## src/rtl/core/oiol_pkg.sv

```systemverilog
package oiol_pkg;

  localparam int OIOL_MAX_WIDTH    = 1024;
  localparam int OIOL_ID_BITS      = 8;
  localparam int OIOL_CH_W         = 8;
  localparam int OIOL_RGB_W        = 24;
  localparam int OIOL_SEL_BIT      = 24;
  localparam int OIOL_FW_W         = 11;
  localparam int OIOL_H_W          = 13;
  localparam int OIOL_HEIGHT_LIMIT = 4096;
  localparam int OIOL_MIN_SIZE     = 3;
  localparam int OIOL_CFG_IDX_W    = 2;
  localparam int OIOL_CFG_W        = 24;
  localparam int OIOL_QDEPTH       = 4;

  localparam logic [OIOL_RGB_W-1:0] OIOL_GRAY_RGB      = 24'h191919;
  localparam logic [OIOL_RGB_W-1:0] OIOL_HIGHLIGHT_RST = 24'h00FFFF;

  typedef enum logic [1:0] {
    QK_STEP,
    QK_FIX_OLD,
    QK_FIX_NEW
  } oiol_kind_t;

  typedef struct packed {
    oiol_kind_t kind;
    logic       emit;
    logic       last;
    logic [2:0] row_in;
    logic [2:0] col_in;
  } oiol_ctrl_t;

  typedef struct packed {
    logic                  outline_disable;
    logic [OIOL_RGB_W-1:0] highlight_color;
  } oiol_look_t;

endpackage

```

## src/rtl/core/oiol_queue.sv

```systemverilog
module oiol_queue import oiol_pkg::*; #(
  parameter  int DATA_W = 1,
  parameter  int DEPTH  = OIOL_QDEPTH,
  localparam int PW     = (DEPTH > 1) ? $clog2(DEPTH) : 1,
  localparam int CNT_W  = $clog2(DEPTH + 1)
) (
  input  logic              clk,
  input  logic              rst_n,
  input  logic              push,
  input  logic [DATA_W-1:0] push_data,
  input  logic              pop,
  output logic [DATA_W-1:0] head_data,
  output logic              head_valid,
  output logic [CNT_W-1:0]  count
);

  logic [DATA_W-1:0] slots_r [DEPTH];
  logic [PW-1:0]     wr_ptr_r, rd_ptr_r;
  logic [CNT_W-1:0]  count_r, count_nxt;
  logic              do_pop;

  assign do_pop = pop && (count_r != '0);

  always_comb begin
    count_nxt = count_r;
    if (push && !do_pop)      count_nxt = count_r + CNT_W'(1);
    else if (!push && do_pop) count_nxt = count_r - CNT_W'(1);
  end

  always_ff @(posedge clk) begin
    if (!rst_n) begin
      wr_ptr_r <= '0;
      rd_ptr_r <= '0;
      count_r  <= '0;
    end else begin
      count_r <= count_nxt;
      if (push) wr_ptr_r <= (wr_ptr_r == PW'(DEPTH - 1)) ? '0 : wr_ptr_r + PW'(1);
      if (do_pop) rd_ptr_r <= (rd_ptr_r == PW'(DEPTH - 1)) ? '0 : rd_ptr_r + PW'(1);
    end
  end

  always_ff @(posedge clk) begin
    if (push) slots_r[wr_ptr_r] <= push_data;
  end

  assign head_data  = slots_r[rd_ptr_r];
  assign head_valid = count_r != '0;
  assign count      = count_r;

endmodule

```

## config.mk

```make
export PLATFORM = sky130hd
export DESIGN_NAME = oiol_queue
export DESIGN_NICKNAME = d
export VERILOG_FILES = /design/src/rtl/core/oiol_pkg.sv /design/src/rtl/core/oiol_queue.sv
export SDC_FILE = /design/constraint.sdc
export NUM_CORES = 1
export LEC_CHECK = 0
export ABC_CLOCK_PERIOD_IN_PS = 5500
export BUFFER_PORTS_ARGS = -buffer_cell sky130_fd_sc_hd__buf_2
export CORE_AREA = 2 2 39 41
export CTS_BUF_LIST = sky130_fd_sc_hd__clkbuf_4
export CTS_CLUSTER_SIZE = 40
export DETAILED_ROUTE_END_ITERATION = 12
export DIE_AREA = 0 0 41 43
export PLACE_DENSITY = 0.67
export SYNTH_ARGS = -nofsm -noshare
export SYNTH_HDL_FRONTEND = slang
export SYNTH_SLANG_ARGS = --single-unit
```

## constraint.sdc

```tcl
create_clock -name clk -period 5.5 [get_ports clk]
set_clock_uncertainty 0.05 [all_clocks]
set_input_delay 0.55 -clock clk [delete_from_list [all_inputs] [get_ports clk]]
set_output_delay 0.55 -clock clk [all_outputs]
set_load 0.01 [all_outputs]
```

# Word-level counts from Yosys, hierarchy flattened
# Memory sizes are Yosys's and may differ from the RTL's. A register that Yosys moved wholly into a read port is not among the register bits.
# Cells that the tools add are included.
[word_totals] ram_bits=4 memories=1 inputBits=5 output_inout_bits=5 latchBits=0 ff_bits=7 elab_cells=25 mem_bits_ro=0
[mem_list] memory="slots_r" words=4 width=1 read_ports=1 rd_ports_with_merged_regs=1 write_ports=1 line="oiol_queue.sv:17" text="logic [DATA_W-1:0] slots_r [DEPTH];"
[op_classes] shifts=0 n_bitwise=0 reduce_logical=7 n_mul=0 div_mod_pow=0 order_cmp=0 eq_ne=2 n_mux=8 n_addsub=4
[ops] op="$mux 2" n=4
[ops] op="$mux 3" n=2
[ops] op="$add 2x1->2 const B" n=2
[ops] op="$eq 2x2->1 const B" n=2
[ops] op="$add 3x1->3 const B" n=1
[ops] op="$logic_and 1x1->1" n=3
[ops] op="$reduce_bool 3->1" n=1
[ops] op="$sub 3x1->3 const B" n=1
[ops] op="$logic_not 1->1" n=2
[ops] op="$mux 1" n=2
[ops] op="$reduce_bool 2->1" n=1

# Longest topological paths before layout
# Gate-level depths: netlist of run 1.
[depth] word_depth=5 depth_mapped=7 ltp_nobuf=7

# Worst setup path before layout of run 1
# No wires, ideal clock.
[synth_path] path_kind="flip-flop to flip-flop" from="register count_r[2] (netlist: count[2])" to="register count_r[2] (netlist: count[2])" period_less_slack_ps=1997 n_path_buf=0 path_slack_ps=3503 stages_incl_launch_ff=8 setup_time_ps=70 t_required_ps=5380 t_arrival_ps=1877 path_cell_list="dfxtp_1 > o31ai_4 > ha_1 > inv_1 > fa_1 > xor2_1 > or3_1 > a21boi_1"
[synth_between] elab_chain_cells=5 word_cells_on_any_way=10 classes_between="2 x add/sub; 2 x mux; 6 x reduce/logical"
[synth_lines] item="from (decl)" line="oiol_queue.sv:19" text="logic [CNT_W-1:0] count_r, count_nxt;"
[synth_lines] item="from (signal assigned)" line="oiol_queue.sv:36" text="count_r <= count_nxt;"
[synth_lines] item="branches (longest 5 deep; another with $sub 3x1->3)"
# Several ways; the timed one is not identified. The select of a mux whose other input is x is not followed.
# A chain may end at the register's enable or synchronous reset.

# Worst setup path in the final report of run 1
# Same ends and word-level chain as after synthesis.

==> summary.txt, run 1 <==
Clock network
  • Postcts setup bufs: 0
  • TritonCTS clock tree: yes
  • Skew-Pair Late Insertion Delay: roughly 270 ps
  • Cts hold-fix bufs: 0
  • Clock transition at path regs: 80 ps
  • Maximum level of the CTS H-tree: 1
  • Max clock buf depth: 2
  • Cts bufs inserted: 3
  • CTS root buf: clkbuf_4
  • Clock sinks: 13
  • Post-cts resize count: 0

Detailed routing
  • Vias: approximately 380
  • Final ANT Viol Nets: 0
  • DRC Markers: 0
  • Drt initial violations: 1
  • Routed WL per cell: 10.53 um
  • DRT Pass-1 Iters: 2
  • WL final: approximately 830 um
  • Vias per Instance: ~4.8

Final layout
  • Layout fillers: 127
  • Share of layout cells above drive strength 1: 23.81%
  • Final core utilization: 50.72%
  • Layout overhead on the synthesized area: 14.96%
  • Most frequent cells in the layout: dfxtp_1 (9), buf_2 (9), ha_1 (6)
  • Layout Nets: between 70 and 80
  • Diodes inserted: 0

Floorplan
  • Die area: 1763 um^2
  • Initial Util: about 44%
  • Die height: 43 um
  • IO Pins: 10
  • Cell Rows: 14
  • Die Width: 41 um
  • Core area: ~1400 um^2

Global routing
  • Overall Global Routing Usage: a little under an eighth
  • GR Overflow Total: 0
  • Initial antenna violation count: 0
  • Largest net degree at the start of global routing: 10
  • Vias in the first global route: 343
  • First-pass GRT wire length: between 1000 and 1500 um

Power and ir drop
  • VDD IR max: 0.2139 mV
  • PD cells: 413.8 nW/um^2
  • Pleak: 0.0003034 uW

Yosys
  • Post-Syn Area per Cell: 11.97 um^2
  • Post-synthesis sequential area ratio: 49.18%
  • Netlist Area Pre-Place: 610.6 um^2
  • Ys Warns: 0
  • Mapped Nets: 63
  • Number of distinct library cells after synthesis: 21
  • Syn Inst Count: 51
  • Synth Register Bits: 13

STA
  • Final min period: between 2000 and 2500 ps
  • Final Hold Viols: 0
  • FMAX: 0.4765 GHz
  • RSZ-0062 raised after global routing: no
  • Slew headroom: between 80% and 90%
  • Least-Margin Pin Slew: 270.4 ps
  • Final setup violation count: 0
  • Setup TNS: 0 ps
  • Final Max Slew Viols: 0
  • Period utilisation layout: 38.15%

Min path
  • Min-Delay Path Class: in2reg

Placement
  • Gp weighted congestion: 0.6877
  • DP HPWL: 668.4 um
  • Number of port buffers: 9

Worst setup path
  • Worst Setup End Kind: register
  • Startpoint types: register
  • Required time of the critical path: 5660 ps
  • Kind of critical path: reg2reg
  • WP data arrival: 2250 ps
  • Crit path max fanout: 5

Job
  • Max Cap Violations: 0

Outcome
  • Status: completed
==> per-stage QoR <==
step | setup WS (ps) | cell area, um^2 | total power [uW] | hold slack (ps) | cells
after global placement | 3396 | 671.9 | 229.7 | 449.2 | 75
after CTS | 3386 | 701.9 | 294.5 | 440.5 | 79
after global routing | 3313 | 701.9 | 314.4 | 424.1 | 79
final | 3402 | 701.9 | 290.5 | 447.3 | 79
after detailed placement | 3340 | 671.9 | 232.6 | 460.7 | 75
after floorplan | 3503 | 610.6 | 204.0 | 419.7 | 51
==> power breakdown <==
group / leakage (uW) / total (uW) / internal (uW) / switching, uW
sequential: 0.000111 / 139 / 118 / 20.5
combinational: 0.000174 / 89.7 / 47.6 / 42.1
clock: 0.0000184 / 62.2 / 33.0 / 29.2
==> synth_stat cells <==
cell type  instances  area share, %
nand2_1            2            1.2
xor2_1             1            1.4
clkbuf_1           1           0.61
and2_1             5            5.1
edfxtp_1           4             20
or3_1              2            2.0
ha_1               6             12
o21a_1             1            1.2
nor2_1             2            1.2
a21boi_1           1            1.2
dfxtp_1            9             30
nand3_1            2            1.6
xnor2_1            1            1.4
o21ai_0            3            2.5
mux2i_1            2            3.3
nor3b_1            1            1.2
nor2b_1            2            2.0
o31ai_4            1            3.5
fa_1               1            3.3
inv_1              3            1.8
mux4_2             1            3.7
==> final cells by class <==
type	count	area, um^2	share of cell area, %
sequential	13	300.3	42.78
multi-input combinational	34	295.3	42.07
timing repair buffer	9	45.04	6.417
clock buffer	4	30.03	4.278
tap	16	20.02	2.852
inverter	3	11.26	1.604
==> final timing paths <==
| path | from | endpoint | slack, ps | depth (start not counted) |
|---|---|---|---|---|
| max | count[2] | count[2] | 3400 | 7 |
| min | push_data | slots_r[1] | 450 | 1 |
| max reg2reg | count[2] | count[2] | 3400 | 7 |
| min reg2reg | rd_ptr_r[1] | rd_ptr_r[1] | 470 | 2 |
==> worst max-delay path, stage by stage (launching register included) <==
cell	delay (ps)
dfxtp_1	370
o31ai_4	340
ha_1	240
inv_1	60
fa_1	380
xor2_1	170
or3_1	300
a21boi_1	130
==> per-layer routing <==
layer  wire length (um)  track usage, %  vias up
li1                   -               -      199
met1                371           13.76      176
met2                420           16.25        6
met3                 40           7.853        0
met4                  0           4.000        0
met5                  0               0        -
==> logic make-up (layout without fill, tap and decap cells) <==
kind of cell,count (synthesis),after routing,share of synthesized area [%]
mux,3,3,6.967
buf+inv,4,16,2.458
flops,13,13,49.18
xor+xnor,2,2,2.869
compound gates,6,6,8.402
simple gates,16,16,14.55
fa+ha+maj,7,7,15.57
Power figures use the tool's default switching activity.
==> run 2, diff against run 1 <==
--- a/config.mk
+++ b/config.mk
@@ -5,14 +5,15 @@
 export SDC_FILE = /design/constraint.sdc
 export NUM_CORES = 1
 export LEC_CHECK = 0
-export ABC_CLOCK_PERIOD_IN_PS = 5500
+export ABC_AREA = 1
+export ABC_CLOCK_PERIOD_IN_PS = 1800
 export BUFFER_PORTS_ARGS = -buffer_cell sky130_fd_sc_hd__buf_2
 export CORE_AREA = 2 2 39 41
 export CTS_BUF_LIST = sky130_fd_sc_hd__clkbuf_4
 export CTS_CLUSTER_SIZE = 40
 export DETAILED_ROUTE_END_ITERATION = 12
 export DIE_AREA = 0 0 41 43
-export PLACE_DENSITY = 0.67
+export PLACE_DENSITY = 0.72
 export SYNTH_ARGS = -nofsm -noshare
 export SYNTH_HDL_FRONTEND = slang
 export SYNTH_SLANG_ARGS = --single-unit
==> constraint.sdc (replaced) <==
create_clock -name clk -period 1.8 [get_ports clk]
set_clock_uncertainty 0.05 [all_clocks]
set_input_delay 0.18 -clock clk [delete_from_list [all_inputs] [get_ports clk]]
set_output_delay 0.18 -clock clk [all_outputs]
set_load 0.01 [all_outputs]
==> run 2 against run 1 <==
Register-to-register slack worse by 3300 ps. Sequential cell count unchanged. Core utilization up 4.6 points. Largest cell class unchanged. First-iteration DRC count rose to 4.0 times the previous value. Wire length up 10%. Area after synthesis up 5.1%. Final cell count up 32%. Synthesized cell count up 47%. Largest power group unchanged. Sequential power rose to 3.0 times the previous value. Fmax up 24%.
==> summary.txt, run 2 <==
Worst setup path
  • WP data arrival: 1810 ps (-440 ps)
  • Required time of the critical path: 1920 ps (-3740 ps)
  • Startpoint types: register
  • Crit path max fanout: 4 (-1)
  • Worst Setup End Kind: register
  • Kind of critical path: reg2reg
  • Reg2Reg Setup Slack: 100 ps (-3300 ps)

Final layout
  • Layout fillers: 127 (unchanged)
  • Most frequent cells in the layout: inv_1 (13), nor2_1 (11), nand2_1 (10)
  • Layout overhead on the synthesized area: 19.30%
  • Share of layout cells above drive strength 1: 28.41% (+4.6 points)
  • Post-Layout Cell Count: 104 (+32%)
  • Register Area: 304.0 um^2 (+1.3%)
  • Layout Nets: 101 (+33%)
  • Leading cell type in the layout, fill and taps excluded: inv_1
  • Final core utilization: 55.33% (+4.6 points)
  • Area occupied by multi-input gates: 302.8 um^2 (+2.5%)
  • Diodes inserted: 0 (unchanged)

Detailed routing
  • Vias per Instance: 4.615 (-4.3%)
  • DRT Pass-1 Iters: 4 (+2)
  • Final ANT Viol Nets: 0 (unchanged)
  • Drt initial violations: 4 (+3)
  • Routed WL per cell: 8.808 um (-16%)
  • Vias: 480 (+26%)
  • WL final: 916 um (+10%)
  • DRC Markers: 0 (unchanged)

Yosys
  • Synth area leaders: dfxtp_1 (28%), edfxtp_1 (19%), ha_1 (12%)
  • EDFF count, synth: 4 (unchanged)
  • Primary FF master, synth: dfxtp_1
  • Post-synthesis sequential area ratio: 46.78% (-2.4 points)
  • Synth cell count leaders: inv_1 (13), nand2_1 (11), nor2_1 (11)
  • Async SR Flop Fraction: 0% (unchanged)
  • Ys Warns: 0 (unchanged)
  • Syn Inst Count: 75 (+47%)
  • Share of the synthesized area in the top cell type: 28.07% (-1.4 points)
  • Leading area contributor after synthesis: dfxtp_1
  • Post-Syn Area per Cell: 8.558 um^2 (-29%)
  • Synth Register Bits: 13 (unchanged)
  • Netlist Area Pre-Place: 641.9 um^2 (+5.1%)
  • Mapped Nets: 87 (+38%)
  • Number of distinct library cells after synthesis: 18 (-14%)
  • Count leader, synth: inv_1

STA
  • Final Hold Viols: 0 (unchanged)
  • Setup TNS: 0 ps (unchanged)
  • Final Max Slew Viols: 0 (unchanged)
  • Period utilisation layout: 94.37% (+56 points)
  • Slew headroom: 87.91% (+5.9 points)
  • Final min period: 1699 ps (-399.8 ps)
  • Final setup violation count: 0 (unchanged)
  • Least-Margin Pin Slew: 181.3 ps (-89.03 ps)
  • Fin worst setup slack: 101.4 ps (-3300 ps)
  • RSZ-0062 raised after global routing: no
  • FMAX: 0.5887 GHz (+24%)

Floorplan
  • IO Pins: 10 (unchanged)
  • Core area: 1384 um^2 (unchanged)
  • Die area: 1763 um^2 (unchanged)
  • Initial Util: 46.38% (+2.3 points)
  • Cell Rows: 14 (unchanged)
  • Die height: 43 um (unchanged)
  • Die Width: 41 um (unchanged)

Clock network
  • Maximum level of the CTS H-tree: 1 (unchanged)
  • Postcts setup bufs: 0 (unchanged)
  • Post-cts resize count: 0 (unchanged)
  • CTS root buf: clkbuf_4
  • Skew-Pair Late Insertion Delay: 270 ps (about the same)
  • Clock transition at path regs: 70 ps (about the same)
  • Cts bufs inserted: 3 (unchanged)
  • Clock sinks: 13 (unchanged)
  • Max clock buf depth: 2 (unchanged)
  • TritonCTS clock tree: yes
  • Cts hold-fix bufs: 0 (unchanged)

Outcome
  • Status: completed

Global routing
  • First-pass GRT wire length: 1490 um (+11%)
  • Largest net degree at the start of global routing: 9 (-1)
  • Vias in the first global route: 400 (+17%)
  • GR Overflow Total: 0 (unchanged)
  • Initial antenna violation count: 0 (unchanged)
  • Overall Global Routing Usage: 13.14% (+1.5 points)

Placement
  • Place WS: 82.04 ps (-3258 ps)
  • Number of port buffers: 9 (unchanged)
  • Post-Place Cells: 100 (+33%)
  • DP HPWL: 706.9 um (+5.8%)
  • Gp weighted congestion: 0.8094 (+18%)

Power and ir drop
  • VDD IR max: 0.6757 mV (+220%)
  • Pleak: 0.0003786 uW (+25%)
  • Total power: 971.8 uW (+230%)
  • PD cells: 1269 nW/um^2 (+210%)

Job
  • Max Cap Violations: 0 (unchanged)

Min path
  • Min-Delay Path Class: in2reg
[run 2: cell types whose count changed in the layout (fill, tap and decap cells not counted), moves of 2 or more]
cell / before / now
a21oi_1: 0 / 3
and2_1: 5 / 0
inv_1: 3 / 13
inv_2: 0 / 2
mux2i_1: 2 / 0
nand2_1: 2 / 10
nand2_2: 0 / 3
nor2_1: 2 / 11
nor2b_1: 2 / 0
o21ai_0: 3 / 5
or3_1: 2 / 0
[run 2: area by class of cell]
| type | count | share of cell area (%) |
|---|---|---|
| sequential | 13 | 39.71 |
| multi-input combinational | 46 | 39.54 |
| timing repair buffer | 10 | 6.863 |
| inverter | 15 | 7.353 |
| tap | 16 | 2.614 |
| clock buffer | 4 | 3.922 |
[run 2: worst paths after layout]
kind | startpoint | endpoint | cells past startpoint
worst min register to register | rd_ptr_r[1] | rd_ptr_r[1] | 2
worst max-delay path | count[0] | count[1] | 8
worst max register to register | count[0] | count[1] | 8
worst min-delay path | push_data | slots_r[2] | 1
[run 2: cell families (layout without fill, tap and decap cells)]
logic type | after synthesis | count (layout) | share of synthesized area, %
fa+ha+maj | 7 | 7 | 14.81
buf+inv | 16 | 29 | 9.552
simple gates | 30 | 30 | 21.25
flops | 13 | 13 | 46.78
xor+xnor | 1 | 1 | 1.365
compound gates | 8 | 8 | 6.237
[run 2: critical path: stages, from the launching register on]
cell	delay (ps)
dfxtp_1	400
inv_2	70
nand2_2	90
nand2_2	80
ha_4	170
inv_1	90
fa_2	430
o21ai_0	150
nor2_1	50
[run 2: where the power goes]
group / internal, uW / total (uW) / switching, uW
sequential: 367 / 418 / 50.7
clock: 101 / 188 / 87.1
combinational: 165 / 366 / 201
total: 633 / 972 / 339
[run 2: per-stage QoR]
step	hold slack, ps	cell area [um^2]
global placement	355.1	709.4
floorplan	228.9	641.9
finish	74.62	765.7
CTS	71.99	739.5
global route	73.21	765.7
detailed placement	358.5	709.4
[run 2: metal layers]
layer	GRT usage [%]	vias to the layer above	share of wire (%)
met3	4.712	4	5.7
met1	14.48	208	43
met2	19.38	11	48
met5	0	-	0
met4	10.00	0	3.2
li1	-	257	-
