<file path="src/rtl/core/oiol_pkg.sv">
package oiol_pkg;

  localparam int OIOL_MAX_WIDTH    = 1024;
  localparam int OIOL_ID_BITS      = 8;
  localparam int OIOL_CH_W         = 8;
  localparam int OIOL_RGB_W        = 24;
  localparam int OIOL_SEL_BIT      = 24;
  localparam int OIOL_FW_W         = 11;
  localparam int OIOL_H_W          = 13;
  localparam int OIOL_HEIGHT_LIMIT = 4096;
  localparam int OIOL_MIN_SIZE     = 3;
  localparam int OIOL_CFG_IDX_W    = 2;
  localparam int OIOL_CFG_W        = 24;
  localparam int OIOL_QDEPTH       = 4;

  localparam logic [OIOL_RGB_W-1:0] OIOL_GRAY_RGB      = 24'h191919;
  localparam logic [OIOL_RGB_W-1:0] OIOL_HIGHLIGHT_RST = 24'h00FFFF;

  typedef enum logic [1:0] {
    QK_STEP,
    QK_FIX_OLD,
    QK_FIX_NEW
  } oiol_kind_t;

  typedef struct packed {
    oiol_kind_t kind;
    logic       emit;
    logic       last;
    logic [2:0] row_in;
    logic [2:0] col_in;
  } oiol_ctrl_t;

  typedef struct packed {
    logic                  outline_disable;
    logic [OIOL_RGB_W-1:0] highlight_color;
  } oiol_look_t;

endpackage

</file>
<file path="src/rtl/core/oiol_ifs.sv">


interface oiol_pix_out_if import oiol_pkg::*; ();
  logic                 valid;
  logic                 ready;
  logic [OIOL_CH_W-1:0] red_out;
  logic [OIOL_CH_W-1:0] green_out;
  logic [OIOL_CH_W-1:0] blue_out;
  logic                 frame_end;

  modport source (
    output valid, red_out, green_out, blue_out, frame_end,
    input  ready
  );
  modport sink (
    input  valid, red_out, green_out, blue_out, frame_end,
    output ready
  );
endinterface

</file>
<file path="src/rtl/core/oiol_back.sv">
module oiol_back import oiol_pkg::*; #(
  parameter  int ID_BITS = OIOL_ID_BITS,
  localparam int ENTRY_W = ID_BITS + OIOL_RGB_W + 1
) (
  input  logic               clk,
  input  logic               rst_n,
  input  logic               head_valid,
  input  oiol_ctrl_t         head_ctrl,
  input  logic [ENTRY_W-1:0] head_top,
  input  logic [ENTRY_W-1:0] head_mid,
  input  logic [ENTRY_W-1:0] head_bot,
  output logic               pop,
  input  oiol_look_t         look,
  oiol_pix_out_if.source     out_pix
);

  logic [ENTRY_W-1:0]    win_r [2][3];
  logic [ENTRY_W-1:0]    nb [3][3];
  logic                  out_valid_r;
  logic [OIOL_CH_W-1:0]  red_r, green_r, blue_r;
  logic                  frame_end_r;

  logic [ID_BITS-1:0]    cid;
  logic                  csel, gray, high, emit_go;
  logic [OIOL_RGB_W-1:0] rgb;

  function automatic logic [ID_BITS-1:0] id_of(input logic [ENTRY_W-1:0] e);
    return e[ENTRY_W-1 -: ID_BITS];
  endfunction

  function automatic logic sel_of(input logic [ENTRY_W-1:0] e);
    return (e[ENTRY_W-1 -: ID_BITS] != '0) && e[OIOL_SEL_BIT];
  endfunction

  always_comb begin
    for (int r = 0; r < 3; r++) begin
      nb[0][r] = win_r[0][r];
      nb[1][r] = win_r[1][r];
    end
    nb[2][0] = head_top;
    nb[2][1] = head_mid;
    nb[2][2] = head_bot;
  end

  always_comb begin
    cid  = id_of(nb[1][1]);
    csel = sel_of(nb[1][1]);
    gray = 1'b0;
    high = 1'b0;
    for (int c = 0; c < 3; c += 2) begin
      for (int r = 0; r < 3; r += 2) begin
        gray = gray | ((id_of(nb[c][r]) != '0) && (id_of(nb[c][r]) != cid));
      end
    end
    gray = gray && (cid != '0) && head_ctrl.row_in[1] && head_ctrl.col_in[1];
    for (int c = 0; c < 3; c++) begin
      for (int r = 0; r < 3; r++) begin
        if (!(c == 1 && r == 1)) begin
          high = high | (sel_of(nb[c][r]) && head_ctrl.row_in[r] && head_ctrl.col_in[c]);
        end
      end
    end
    high = high && !csel;

    rgb = nb[1][1][OIOL_RGB_W-1:0];
    if (!look.outline_disable) begin
      if (high)      rgb = look.highlight_color;
      else if (gray) rgb = OIOL_GRAY_RGB;
    end
  end

  assign pop     = head_valid && (!out_valid_r || out_pix.ready);
  assign emit_go = pop && (head_ctrl.kind == QK_STEP) && head_ctrl.emit;

  always_ff @(posedge clk) begin
    if (!rst_n) begin
      out_valid_r <= 1'b0;
    end else if (emit_go) begin
      out_valid_r <= 1'b1;
    end else if (out_pix.ready) begin
      out_valid_r <= 1'b0;
    end
  end

  always_ff @(posedge clk) begin
    if (emit_go) begin
      red_r       <= rgb[23:16];
      green_r     <= rgb[15:8];
      blue_r      <= rgb[7:0];
      frame_end_r <= head_ctrl.last;
    end
  end

  always_ff @(posedge clk) begin
    if (pop) begin
      unique case (head_ctrl.kind)
        QK_STEP: begin
          win_r[0] <= win_r[1];
          win_r[1][0] <= head_top;
          win_r[1][1] <= head_mid;
          win_r[1][2] <= head_bot;
        end
        QK_FIX_OLD: begin
          win_r[0][0] <= head_top;
          win_r[0][1] <= head_mid;
        end
        QK_FIX_NEW: begin
          win_r[1][0] <= head_top;
          win_r[1][1] <= head_mid;
        end
        default: ;
      endcase
    end
  end

  assign out_pix.valid     = out_valid_r;
  assign out_pix.red_out   = red_r;
  assign out_pix.green_out = green_r;
  assign out_pix.blue_out  = blue_r;
  assign out_pix.frame_end = frame_end_r;

endmodule

</file>
<file path="src/flat_wrapper.sv">
// flat-port wrapper written by rule: the top's interface ports become plain ports
module oiol_back_flat import oiol_pkg::*;
#(
  parameter  int ID_BITS = OIOL_ID_BITS,
  localparam int ENTRY_W = ID_BITS + OIOL_RGB_W + 1
)
  (clk, rst_n, head_valid, head_ctrl, head_top, head_mid, head_bot, pop, look, out_pix_valid, out_pix_red_out, out_pix_green_out, out_pix_blue_out, out_pix_frame_end, out_pix_ready);
  oiol_pix_out_if out_pix_i ();
  input  logic clk;
  input  logic rst_n;
  input  logic head_valid;
  input  oiol_ctrl_t head_ctrl;
  input  logic [ENTRY_W-1:0] head_top;
  input  logic [ENTRY_W-1:0] head_mid;
  input  logic [ENTRY_W-1:0] head_bot;
  output logic pop;
  input  oiol_look_t look;
  output wire logic [$bits(out_pix_i.valid)-1:0] out_pix_valid;
  output wire logic [$bits(out_pix_i.red_out)-1:0] out_pix_red_out;
  output wire logic [$bits(out_pix_i.green_out)-1:0] out_pix_green_out;
  output wire logic [$bits(out_pix_i.blue_out)-1:0] out_pix_blue_out;
  output wire logic [$bits(out_pix_i.frame_end)-1:0] out_pix_frame_end;
  input wire logic [$bits(out_pix_i.ready)-1:0] out_pix_ready;
  assign out_pix_valid = out_pix_i.valid;
  assign out_pix_red_out = out_pix_i.red_out;
  assign out_pix_green_out = out_pix_i.green_out;
  assign out_pix_blue_out = out_pix_i.blue_out;
  assign out_pix_frame_end = out_pix_i.frame_end;
  assign out_pix_i.ready = out_pix_ready;
  oiol_back #(.ID_BITS(ID_BITS)) u_core (.clk(clk), .rst_n(rst_n), .head_valid(head_valid), .head_ctrl(head_ctrl), .head_top(head_top), .head_mid(head_mid), .head_bot(head_bot), .pop(pop), .look(look), .out_pix(out_pix_i));
endmodule
</file>
<file path="config.mk">
export PLATFORM = sky130hd
export DESIGN_NAME = oiol_back_flat
export DESIGN_NICKNAME = d
export VERILOG_FILES = /design/src/rtl/core/oiol_pkg.sv /design/src/rtl/core/oiol_ifs.sv /design/src/rtl/core/oiol_back.sv /design/src/flat_wrapper.sv
export SDC_FILE = /design/constraint.sdc
export NUM_CORES = 1
export LEC_CHECK = 0
export ABC_AREA = 1
export BUFFER_PORTS_ARGS = -buffer_cell sky130_fd_sc_hd__buf_2
export CORE_MARGIN = 2
export CORE_UTILIZATION = 35
export CTS_CLUSTER_DIAMETER = 60
export DETAILED_ROUTE_END_ITERATION = 10
export REMOVE_ABC_BUFFERS = 1
export SYNTH_ARGS = -nofsm -noshare
export SYNTH_HDL_FRONTEND = slang
export SYNTH_SLANG_ARGS = --single-unit
</file>
<file path="constraint.sdc">
create_clock -name clk -period 2.8 [get_ports clk]
set_input_delay 0.28 -clock clk [delete_from_list [all_inputs] [get_ports clk]]
set_output_delay 0.28 -clock clk [all_outputs]
set_load 0.03 [all_outputs]
</file>
=== After elaboration in Yosys (flattened, before gate mapping) ===
Memory sizes are Yosys's and may differ from the RTL's.
Index checks and enable logic that the tools add are counted.

* $add $sub $neg: 0
* $mul: 0
* Div/mod/pow operators: 0
* Order comparisons: 0
* Eq/ne operators: 6
* Shift-type cells: 0
* Muxes and demuxes: 18
* Bitwise gates (word level): 14
* Reductions and logical operators: 50

{| class="wikitable"
|+ Operator list
! cell !! count
|-
| $mux W33 || 4
|-
| $mux W24 || 3
|-
| $reduce_bool A8 Y1 || 9
|-
| $logic_and A1 B1 Y1 || 36
|-
| $ne A8 B8 Y1 || 4
|-
| $or A1 B1 Y1 || 14
|-
| $mux W1 || 11
|-
| $eq A2 B1 Y1 const B || 1
|-
| $eq A2 B2 Y1 const B || 1
|-
| $logic_not A1 Y1 || 2
|-
| $logic_not A2 Y1 || 1
|-
| $reduce_bool A2 Y1 || 1
|-
| $logic_or A1 B1 Y1 || 1
|}

* Register bits: 26
* Latch bits: 0
* Bits in writable memories: 198
* ROM bits: 0
* Memories kept: 1

{| class="wikitable"
|+ Memories
! memory !! words !! bits a word !! rd ports !! clocked after memory_dff !! wr ports !! RTL line !! text
|-
| u_core.win_r || 2 || 99 || 2 || 0 || 2 || oiol_back.sv:17 || <nowiki>logic [ENTRY_W-1:0] win_r [2][3];</nowiki>
|}

=== Depth between registers and ports, before layout ===
Gate-level depths: netlist of run 1.
An unclocked memory read counts as a cell.

* Word-level depth: 15
* Depth in mapped cells: 14

=== Least setup slack after synthesis of run 1 ===
No wires, ideal clock.

* Kind: register to register
* Start: reg u_core.out_valid_r, in the netlist u_core.out_pix.valid
* End: mem u_core.win_r[0][57] in the netlist's numbering, data pin
* Arrival: 2932 ps
* Required time: 2540 ps
* Path slack: -392 ps
* Stages on the path, launching flop included: 7
* Clock period less this slack: 3192 ps
* Path through: dfxtp_1 > nand2_1 > nand2_1 > nor2_1 > nand2_1 > nand2_1 > mux2_2

{| class="wikitable"
|+ RTL lines
! what !! RTL line !! text
|-
| from (decl) || oiol_back.sv:19 || <nowiki>logic out_valid_r;</nowiki>
|-
| from (signal assigned) || oiol_back.sv:77 || <nowiki>out_valid_r <= 1'b0;</nowiki>
|-
| from (signal assigned) || oiol_back.sv:79 || <nowiki>out_valid_r <= 1'b1;</nowiki>
|-
| from (signal assigned) || oiol_back.sv:81 || <nowiki>out_valid_r <= 1'b0;</nowiki>
|-
| to (decl) || oiol_back.sv:17 ||
|}

==> impl_summary.txt, run 1 <==
----------------------------------------------------
[Status]
  Status ... finished, final reports clean

[Synthesis]
  Sequential cell area fraction in the yosys report ... 0.616
  Count of yosys warnings during synthesis ... 0
  Count of flip-flops with a built-in enable after synthesis ... 103
  Register bit total from synthesis ... 104
  Cell area after technology mapping ... 5050 um2
  Cell accounting for the most synthesized area ... sky130_fd_sc_hd__edfxtp_1
  Cells taking the most area after synthesis ... sky130_fd_sc_hd__edfxtp_1 (61%), sky130_fd_sc_hd__nand2_1 (11%), sky130_fd_sc_hd__nand3_1 (5.1%)
  Synthesized instance count ... 511
  Main synth FF type ... sky130_fd_sc_hd__edfxtp_1
  Count of different cell masters after synthesis ... 26
  Post-synthesis async set-or-reset flop share ... 0
  Syn avg cell area ... 9.88 um2
  Fraction of post-synthesis cell area in the top cell type by area ... 0.612

[Finish]
  Final cell count without fillers ... 809
  Area growth from synthesis to layout ... 20.3%
  Number of diodes added for antenna fixing ... 0
  Proportion of layout cells with a drive suffix above 1 ... 0.250
  Fin nets ... 762
  Final design instance area without fill ... 6080 um2

[Place]
  Buffers added on ports ... 116
  Cell area after placement ... 5760 um2
  Gp weighted congestion ... 0.859
  Placed Cells ... 793
  Post-Place Setup Slack ... 0.537 ns
  Hpwl dp ... 8.50 mm

[Detailed routing]
  Detailed-route wire length per cell ... 14.5 um
  First-pass DRT Iterations ... 5
  Final wirelength ... 11.7 mm
  Initial drt markers ... 198
  Number of antenna-violating nets in the routed design ... 0
  Post-route DRC ... 0
  Vias per cell ... 4.69
  Via total after detailed routing ... 3795

[Setup path]
  Critical-path top delay cell ... sky130_fd_sc_hd__edfxtp_1
  Worst setup EP type ... register
  Top Family by Delay on Critical Path ... simple AND/OR/NAND/NOR gates
  Cell depth of the worst setup path ... 10
  Worst setup startpoint ... u_core.win_r[1][60]$_DFFE_PP_
  Sequence of cells on the critical path ... xnor2_1, nand2_1, nor2_1, nand2_1, nand2_1, nand2_1, o21ai_4, buf_4, nand4_1, nand3_1
  Reg-to-reg critical path startpoint ... u_core.win_r[1][60]$_DFFE_PP_
  Critical path's most frequent cell ... sky130_fd_sc_hd__nand2_1
  Worst Setup EP ... u_core.out_pix.green_out[6]$_DFFE_PP_
  Arrival @ worst endpoint ... 2.51 ns
  Reg2Reg Capture Point ... u_core.out_pix.green_out[6]$_DFFE_PP_
  Max incr delay on CP ... 0.57 ns
  Data required time at the worst endpoint ... 3.02 ns
  Worst path bufs/invs ... 1
  Worst-path maximum fanout ... 17
  Reg2reg setup slack ... 0.51 ns
  Class of the most critical setup path ... register to register
  Worst Setup Start Kind ... register
  Number of cell instances on the worst register-to-register path ... 10

[Power and ir drop]
  Static leakage ... 2.62 nW
  Maximum ir drop on the vdd rail ... 0.271 mV
  Power per Cell Area ... 573 nW/um2

[Clock network]
  Post CTS Setup Buffer Count ... 0
  Clock latency on the worst-skew pair ... 0.35 ns
  Clk sinks ... 104
  Count of instances resized after the clock tree is built ... 0
  Clock Path Buffers ... 2
  Clock slew at reported path FFs ... 0.07 ns
  Clock root buffer ... sky130_fd_sc_hd__clkbuf_16
  Clock buffers created by TritonCTS ... 9
  Clock H-tree levels ... 3
  Clock tree from TritonCTS ... yes
  Cts-stage hold buffer count ... 0

[Floorplanning]
  Placeable core region ... 14000 um2
  Height of the die ... 124 um
  Total die area ... 15400 um2
  I/O pin cnt ... 165
  Overall die width ... 124 um
  Initial core utilization ... 0.361
  Number of rows created at floorplan ... 43

[GRT]
  Aggregate global-route resource usage ... 0.155
  Number of global-route vias before repair ... 3531
  Antenna violations before repair ... 1
  Residual overflow from global routing ... 0
  First-pass GRT wire length ... 17.3 mm
  Maximum number of pins on one net before global-route repair ... 34

[Timing]
  Least setup slack across all paths after layout ... 0.510 ns
  Hold slack final ... 0.0997 ns
  Final period demand of the worst path ... 2.29 ns
  Maximum clock rate ... 0.437 GHz
  Worst slew slack as a fraction of its limit ... 0.461
  Share of the clock period used by the worst path after layout ... 0.818
  Hold Violations, Final ... 0
  Worst-case clock skew ... 0.00851 ns
  Unrepaired setup endpoints after global routing ... no
  Number of slew-limit violations in the final report ... 0
  Final number of setup-violating endpoints ... 0
  Transition time at the pin with the least slew margin ... 0.808 ns

[Flow run]
  Number of maximum-capacitance violations ... 0

[Worst hold path]
  Path class of the lowest-slack min-delay path ... input port to register

----------------------------------------------------
==> state kept, by name (all words and copies together) (netlist names) <==
signal / flops
u_core.win_r: 78
u_core.out_pix.blue_out: 8
u_core.out_pix.green_out: 8
u_core.out_pix.red_out: 8
u_core.out_pix.frame_end: 1
u_core.out_pix.valid: 1
==> cell families (layout without fill, tap and decap cells) <==
logic type                count (synthesis)  after routing  synth area share
and+or+nand+nor                         275            275             0.231
DFF                                     104            104             0.616
buffers and inverters                    83            201            0.0778
AOI/OAI and AO/OA                        24             24            0.0312
xor gates and xnor gates                 24             24            0.0416
muxes                                     1              1           0.00223
==> synthesized netlist by cell type (2+ instances only) <==
cell / number
sky130_fd_sc_hd__nand2_1: 152
sky130_fd_sc_hd__edfxtp_1: 103
sky130_fd_sc_hd__inv_1: 51
sky130_fd_sc_hd__nand3_1: 51
sky130_fd_sc_hd__nor2_1: 45
sky130_fd_sc_hd__xnor2_1: 24
sky130_fd_sc_hd__nand4_1: 20
sky130_fd_sc_hd__o21ai_0: 14
sky130_fd_sc_hd__buf_6: 9
sky130_fd_sc_hd__inv_2: 9
sky130_fd_sc_hd__clkbuf_1: 7
sky130_fd_sc_hd__o21bai_1: 6
sky130_fd_sc_hd__buf_2: 5
sky130_fd_sc_hd__buf_4: 2
sky130_fd_sc_hd__nor3_1: 2
==> power by group <==
part | switching, W | internal (W) | total (W)
combinational | 0.000217 | 0.000137 | 0.000355
sequential | 0.0000343 | 0.00178 | 0.00182
clock | 0.000599 | 0.000710 | 0.00131
total | 0.000851 | 0.00263 | 0.00348
==> cells in the final DEF (no fill, tap or decap) <==
cell type,n
sky130_fd_sc_hd__o21bai_1,6
sky130_fd_sc_hd__o21ai_4,1
sky130_fd_sc_hd__dfxtp_1,1
sky130_fd_sc_hd__or2_1,1
sky130_fd_sc_hd__nand3_1,51
sky130_fd_sc_hd__edfxtp_1,103
sky130_fd_sc_hd__clkinv_8,1
sky130_fd_sc_hd__inv_6,3
sky130_fd_sc_hd__nor2_2,1
sky130_fd_sc_hd__nand3_2,1
sky130_fd_sc_hd__inv_2,9
sky130_fd_sc_hd__o21ai_0,14
sky130_fd_sc_hd__clkinvlp_4,2
sky130_fd_sc_hd__nand2_1,152
sky130_fd_sc_hd__or2_0,1
sky130_fd_sc_hd__buf_4,9
sky130_fd_sc_hd__a21boi_0,1
sky130_fd_sc_hd__nor2_4,1
sky130_fd_sc_hd__xnor2_1,24
sky130_fd_sc_hd__o211a_1,1
sky130_fd_sc_hd__nand4_1,20
sky130_fd_sc_hd__o21ai_2,1
sky130_fd_sc_hd__nor2_1,44
sky130_fd_sc_hd__mux2_2,1
sky130_fd_sc_hd__buf_2,116
sky130_fd_sc_hd__inv_1,51
sky130_fd_sc_hd__nand2_2,1
sky130_fd_sc_hd__nor3_1,2
sky130_fd_sc_hd__clkbuf_16,9
sky130_fd_sc_hd__bufinv_16,1
==> layer usage <==
metal	GRT usage	share of wire	routed length (um)	vias to the layer above
met5	0	0.00085	10	-
met4	0.0695	0.025	297	2
met3	0.0394	0.080	936	24
met2	0.264	0.46	5440	157
met1	0.186	0.43	5030	1702
li1	-	-	-	1910
==> worst reg2reg max path, cell delays in order (launching register included) <==
cell,delay (ns)
sky130_fd_sc_hd__edfxtp_1,0.57
sky130_fd_sc_hd__xnor2_1,0.23
sky130_fd_sc_hd__nand2_1,0.07
sky130_fd_sc_hd__nor2_1,0.11
sky130_fd_sc_hd__nand2_1,0.06
sky130_fd_sc_hd__nand2_1,0.07
sky130_fd_sc_hd__nand2_1,0.12
sky130_fd_sc_hd__o21ai_4,0.47
sky130_fd_sc_hd__buf_4,0.26
sky130_fd_sc_hd__nand4_1,0.09
sky130_fd_sc_hd__nand3_1,0.11
==> final cells by class <==
cell class              count  area [um2]
clock buffers               9         225
clock inverters             7        87.6
fillers                  1358        7910
inverters                  60         225
multi-input cells         324        1550
flip-flops and latches    104        3110
well taps                 180         225
repair buffers            125         648
==> how the worst min path moves through the flow <==
stage,start,to,cells after the start,slack (ns)
after floorplan,head_ctrl[6],u_core.out_pix.frame_end$_DFFE_PP_,0,0.38
after global placement,head_mid[13],u_core.win_r[1][46]$_DFFE_PP_,1,0.46
after detailed placement,head_mid[7],u_core.win_r[1][40]$_DFFE_PP_,1,0.46
after CTS,head_mid[7],u_core.win_r[1][40]$_DFFE_PP_,1,0.08
after global routing,head_mid[7],u_core.win_r[1][40]$_DFFE_PP_,1,0.08
final,head_ctrl[6],u_core.out_pix.frame_end$_DFFE_PP_,1,0.1
==> stage by stage <==
step / power [W] / utilization / TNS [ns]
floorplan: 0.00204 / - / -13.56
CTS: 0.00353 / 0.434 / 0
global placement: 0.00220 / 0.412 / 0
detailed placement: 0.00221 / 0.412 / 0
global route: 0.00363 / 0.434 / 0
finish: 0.00348 / 0.434 / 0
No activity file was read; power rests on OpenSTA's default activity.
==> run 2: changes to the inputs <==
Clock period 2.8 ns to 2 ns, I/O delays scaled along.
==> run 2 against run 1 <==
  * First-iteration DRC count increased by 33%
  * Global-route usage decreased by 0.096 points
  * Utilization increased by 2.3 points
  * Combinational power increased by 63%
  * The run now ends with setup timing left
  * Clock power increased by 39%
  * Worst setup slack got worse by 0.58 ns
  * Non-clock buffer count increased by 18
  * Critical path depth increased by 1
  * Maximum frequency increased by 11%
==> impl_summary.txt, run 2 (synthesis results as in run 1) <==
----------------------------------------------------
[Clock network]
  Clock latency on the worst-skew pair ... 0.35 ns (about the same)
  Clk sinks ... 104 (unchanged)
  Clock H-tree levels ... 3 (unchanged)
  Clock root buffer ... sky130_fd_sc_hd__clkbuf_16
  Clock Path Buffers ... 2 (unchanged)
  Clock tree from TritonCTS ... yes
  Clock buffers created by TritonCTS ... 9 (unchanged)
  Clock slew at reported path FFs ... 0.07 ns (about the same)

[Detailed routing]
  Vias per cell ... 4.73 (+0.76%)
  Initial drt markers ... 264 (+33%)
  Number of antenna-violating nets in the routed design ... 0 (unchanged)
  Final wirelength ... 12.1 mm (+2.9%)
  Detailed-route wire length per cell ... 14.6 um (+0.66%)
  First-pass DRT Iterations ... 4 (-1)
  Via total after detailed routing ... 3909 (+3.0%)
  Post-route DRC ... 0 (unchanged)

[Power and ir drop]
  Maximum ir drop on the vdd rail ... 0.506 mV (+87%)
  Switching pwr ... 0.00120 W (+41%)
  Clk pwr share ... 0.369 (-0.007)
  Internal power summed over all cells ... 0.00373 W (+42%)
  Proportion of total power due to net switching ... 0.244 (-0.000368)
  Seq pwr share ... 0.514 (-0.008)
  Power per Cell Area ... 771 nW/um2 (+35%)
  Relative contribution of combinational cells to total power ... 0.117 (+0.015)
  Static leakage ... 2.78 nW (+6.2%)

[Finish]
  Area growth from synthesis to layout ... 26.7%
  Most frequent standard cell in the layout excluding fill and tap cells ... sky130_fd_sc_hd__nand2_1
  Final cell count without fillers ... 827 (+2.2%)
  Commonest non-fill, non-tap cells in the layout ... sky130_fd_sc_hd__nand2_1 (141), sky130_fd_sc_hd__buf_2 (116), sky130_fd_sc_hd__edfxtp_1 (103)
  Flip-flop count of the largest register after layout ... 78 (unchanged)
  Number of diodes added for antenna fixing ... 0 (unchanged)
  Proportion of layout cells with a drive suffix above 1 ... 0.300 (+0.0502)
  Core utilization of the finished layout ... 0.457 (+0.0229)
  Fin nets ... 780 (+2.4%)
  # fillers ... 1354 (-0.29%)
  Biggest register ... u_core.win_r

[GRT]
  GRT met2 Usage ... 0.271 (+0.00717)
  Global Route met1 Usage ... 0.179 (-0.00635)
  Maximum number of pins on one net before global-route repair ... 34 (unchanged)
  First-pass GRT wire length ... 17.4 mm (+0.56%)
  Residual overflow from global routing ... 0 (unchanged)
  Number of global-route vias before repair ... 3639 (+3.1%)
  Most crowded layer after global routing ... met2
  Global-route met3 utilization ... 0.0481 (+0.00870)
  Aggregate global-route resource usage ... 0.154 (-0.000955)
  Antenna violations before repair ... 0 (-1)

[Status]
  Violated checks ... setup timing
  Status ... complete, but fails checks

[Floorplanning]
  Placeable core region ... 14000 um2 (unchanged)
  I/O pin cnt ... 165 (unchanged)
  Height of the die ... 124 um (unchanged)
  Initial core utilization ... 0.361 (unchanged)
  Overall die width ... 124 um (unchanged)
  Total die area ... 15400 um2 (unchanged)
  Number of rows created at floorplan ... 43 (unchanged)

[Setup path]
  Class of the most critical setup path ... register to register
  Reg2reg setup slack ... -0.07 ns (-0.58 ns)
  Worst Setup Start Kind ... register
  Worst-path maximum fanout ... 6 (-11)
  Number of cell instances on the worst register-to-register path ... 11 (+1)
  Data required time at the worst endpoint ... 2.11 ns (-0.91 ns)
  Arrival @ worst endpoint ... 2.18 ns (-0.33 ns)
  Reg-to-reg critical path startpoint ... u_core.win_r[1][58]$_DFFE_PP_
  Worst setup EP type ... register
  Reg2Reg Capture Point ... u_core.out_pix.blue_out[4]$_DFFE_PP_

[Worst hold path]
  Worst hold stages ... 1 (unchanged)
  Min-delay src ... head_mid[22]
  Hold EP ... u_core.win_r[1][55]$_DFFE_PP_
  Path class of the lowest-slack min-delay path ... input port to register

[Timing]
  Hold slack final ... 0.0255 ns (-0.0742 ns)
  Unrepaired setup endpoints after global routing ... yes
  Maximum clock rate ... 0.483 GHz (+11%)
  Share of the clock period used by the worst path after layout ... 1.04 (+0.217)
  Worst-case clock skew ... 0.0113 ns (+0.00277 ns)
  Hold Violations, Final ... 0 (unchanged)
  Number of slew-limit violations in the final report ... 0 (unchanged)
  Final period demand of the worst path ... 2.07 ns (-0.219 ns)
  Final number of setup-violating endpoints ... 22 (+22)
  Least setup slack across all paths after layout ... -0.0708 ns (-0.581 ns)
  Transition time at the pin with the least slew margin ... 0.792 ns (-0.0158 ns)
  Worst slew slack as a fraction of its limit ... 0.471 (+0.0105)

[Place]
  Buffers added on ports ... 116 (unchanged)
  Placed Cells ... 799 (+0.76%)
  Hpwl dp ... 8.70 mm (+2.4%)
  Gp weighted congestion ... 0.868 (+1.1%)

[Flow run]
  Number of maximum-capacitance violations ... 0 (unchanged)

----------------------------------------------------
==> run 2: worst max path at each step <==
stage,startpoint,endpoint,slack (ns),depth (start not counted)
6_report,u_core.win_r[1][58]$_DFFE_PP_,u_core.out_pix.blue_out[4]$_DFFE_PP_,-0.07,11
5_1_grt,u_core.win_r[1][64]$_DFFE_PP_,u_core.out_pix.blue_out[4]$_DFFE_PP_,-0.19,12
4_1_cts,u_core.win_r[1][64]$_DFFE_PP_,u_core.out_pix.blue_out[7]$_DFFE_PP_,0.002,11
3_5_place_dp,u_core.win_r[1][60]$_DFFE_PP_,u_core.out_pix.blue_out[5]$_DFFE_PP_,-0.03,7
3_3_place_gp,u_core.win_r[1][60]$_DFFE_PP_,u_core.out_pix.green_out[3]$_DFFE_PP_,0.004,11
2_1_floorplan,u_core.out_pix.valid$_SDFFE_PN0P_,u_core.win_r[0][57]$_DFFE_PP_,-1.62,6
==> run 2: per-layer routing <==
| layer | wire [um] | share of wire |
|---|---|---|
| met1 | 5110 | 0.42 |
| met2 | 5810 | 0.48 |
| met3 | 932 | 0.077 |
| met4 | 195 | 0.016 |
| met5 | 0 | 0 |
==> run 2: what timing repair did <==
item | 4_1_cts | 5_1_grt
hold buffers | 0 | 0
cloned | 0 | 2
setup buffers | 6 | 4
pin swaps | 0 | 23
resized for setup | 2 | 25
endpoints found under the setup margin | 22 | 24
endpoints found under the hold margin | 0 | 0
==> run 2: cell type report <==
type	instances	area, um2	share of cell area
Tap cell	180	225	0.0352
Inverter	60	225	0.0352
Timing Repair Buffer	143	867	0.136
Clock inverter	7	88.8	0.0139
Sequential cell	104	3110	0.487
Clock buffer	9	225	0.0352
Multi-Input combinational cell	324	1650	0.258
==> run 2: worst max-delay path: stages, from the launching register on <==
cell and delay (ns):
sky130_fd_sc_hd__edfxtp_1 0.56, sky130_fd_sc_hd__xnor2_1 0.22, sky130_fd_sc_hd__nand2_1 0.07, sky130_fd_sc_hd__nor2_1 0.10, sky130_fd_sc_hd__nand2_1 0.07, sky130_fd_sc_hd__nand2_2 0.07, sky130_fd_sc_hd__nand2_2 0.08, sky130_fd_sc_hd__o21ai_4 0.25
sky130_fd_sc_hd__clkbuf_16 0.21, sky130_fd_sc_hd__nand3_2 0.06, sky130_fd_sc_hd__nand3_1 0.07, sky130_fd_sc_hd__nand2_1 0.07
==> run 2: metrics by stage <==
step | TNS, ns | setup slack, ns | area [um2] | power, W
2_1_floorplan | -62.74 | -1.62 | 4880 | 0.00286
3_3_place_gp | 0 | 0.00416 | 5850 | 0.00310
3_5_place_dp | -0.145 | -0.0333 | 5850 | 0.00311
4_1_cts | 0 | 0.00222 | 6210 | 0.00495
5_1_grt | -3.63 | -0.193 | 6400 | 0.00514
6_report | -0.997 | -0.0708 | 6400 | 0.00493
==> run 2: power by group through the flow <==
stage / combinational (W) / sequential (W) / clock (W)
global route: 0.000642 / 0.00254 / 0.00195
global placement: 0.000503 / 0.00259 / 0
CTS: 0.000542 / 0.00253 / 0.00187
detailed placement: 0.000518 / 0.00260 / 0
floorplan: 0.000254 / 0.00261 / 0
finish: 0.000578 / 0.00254 / 0.00182
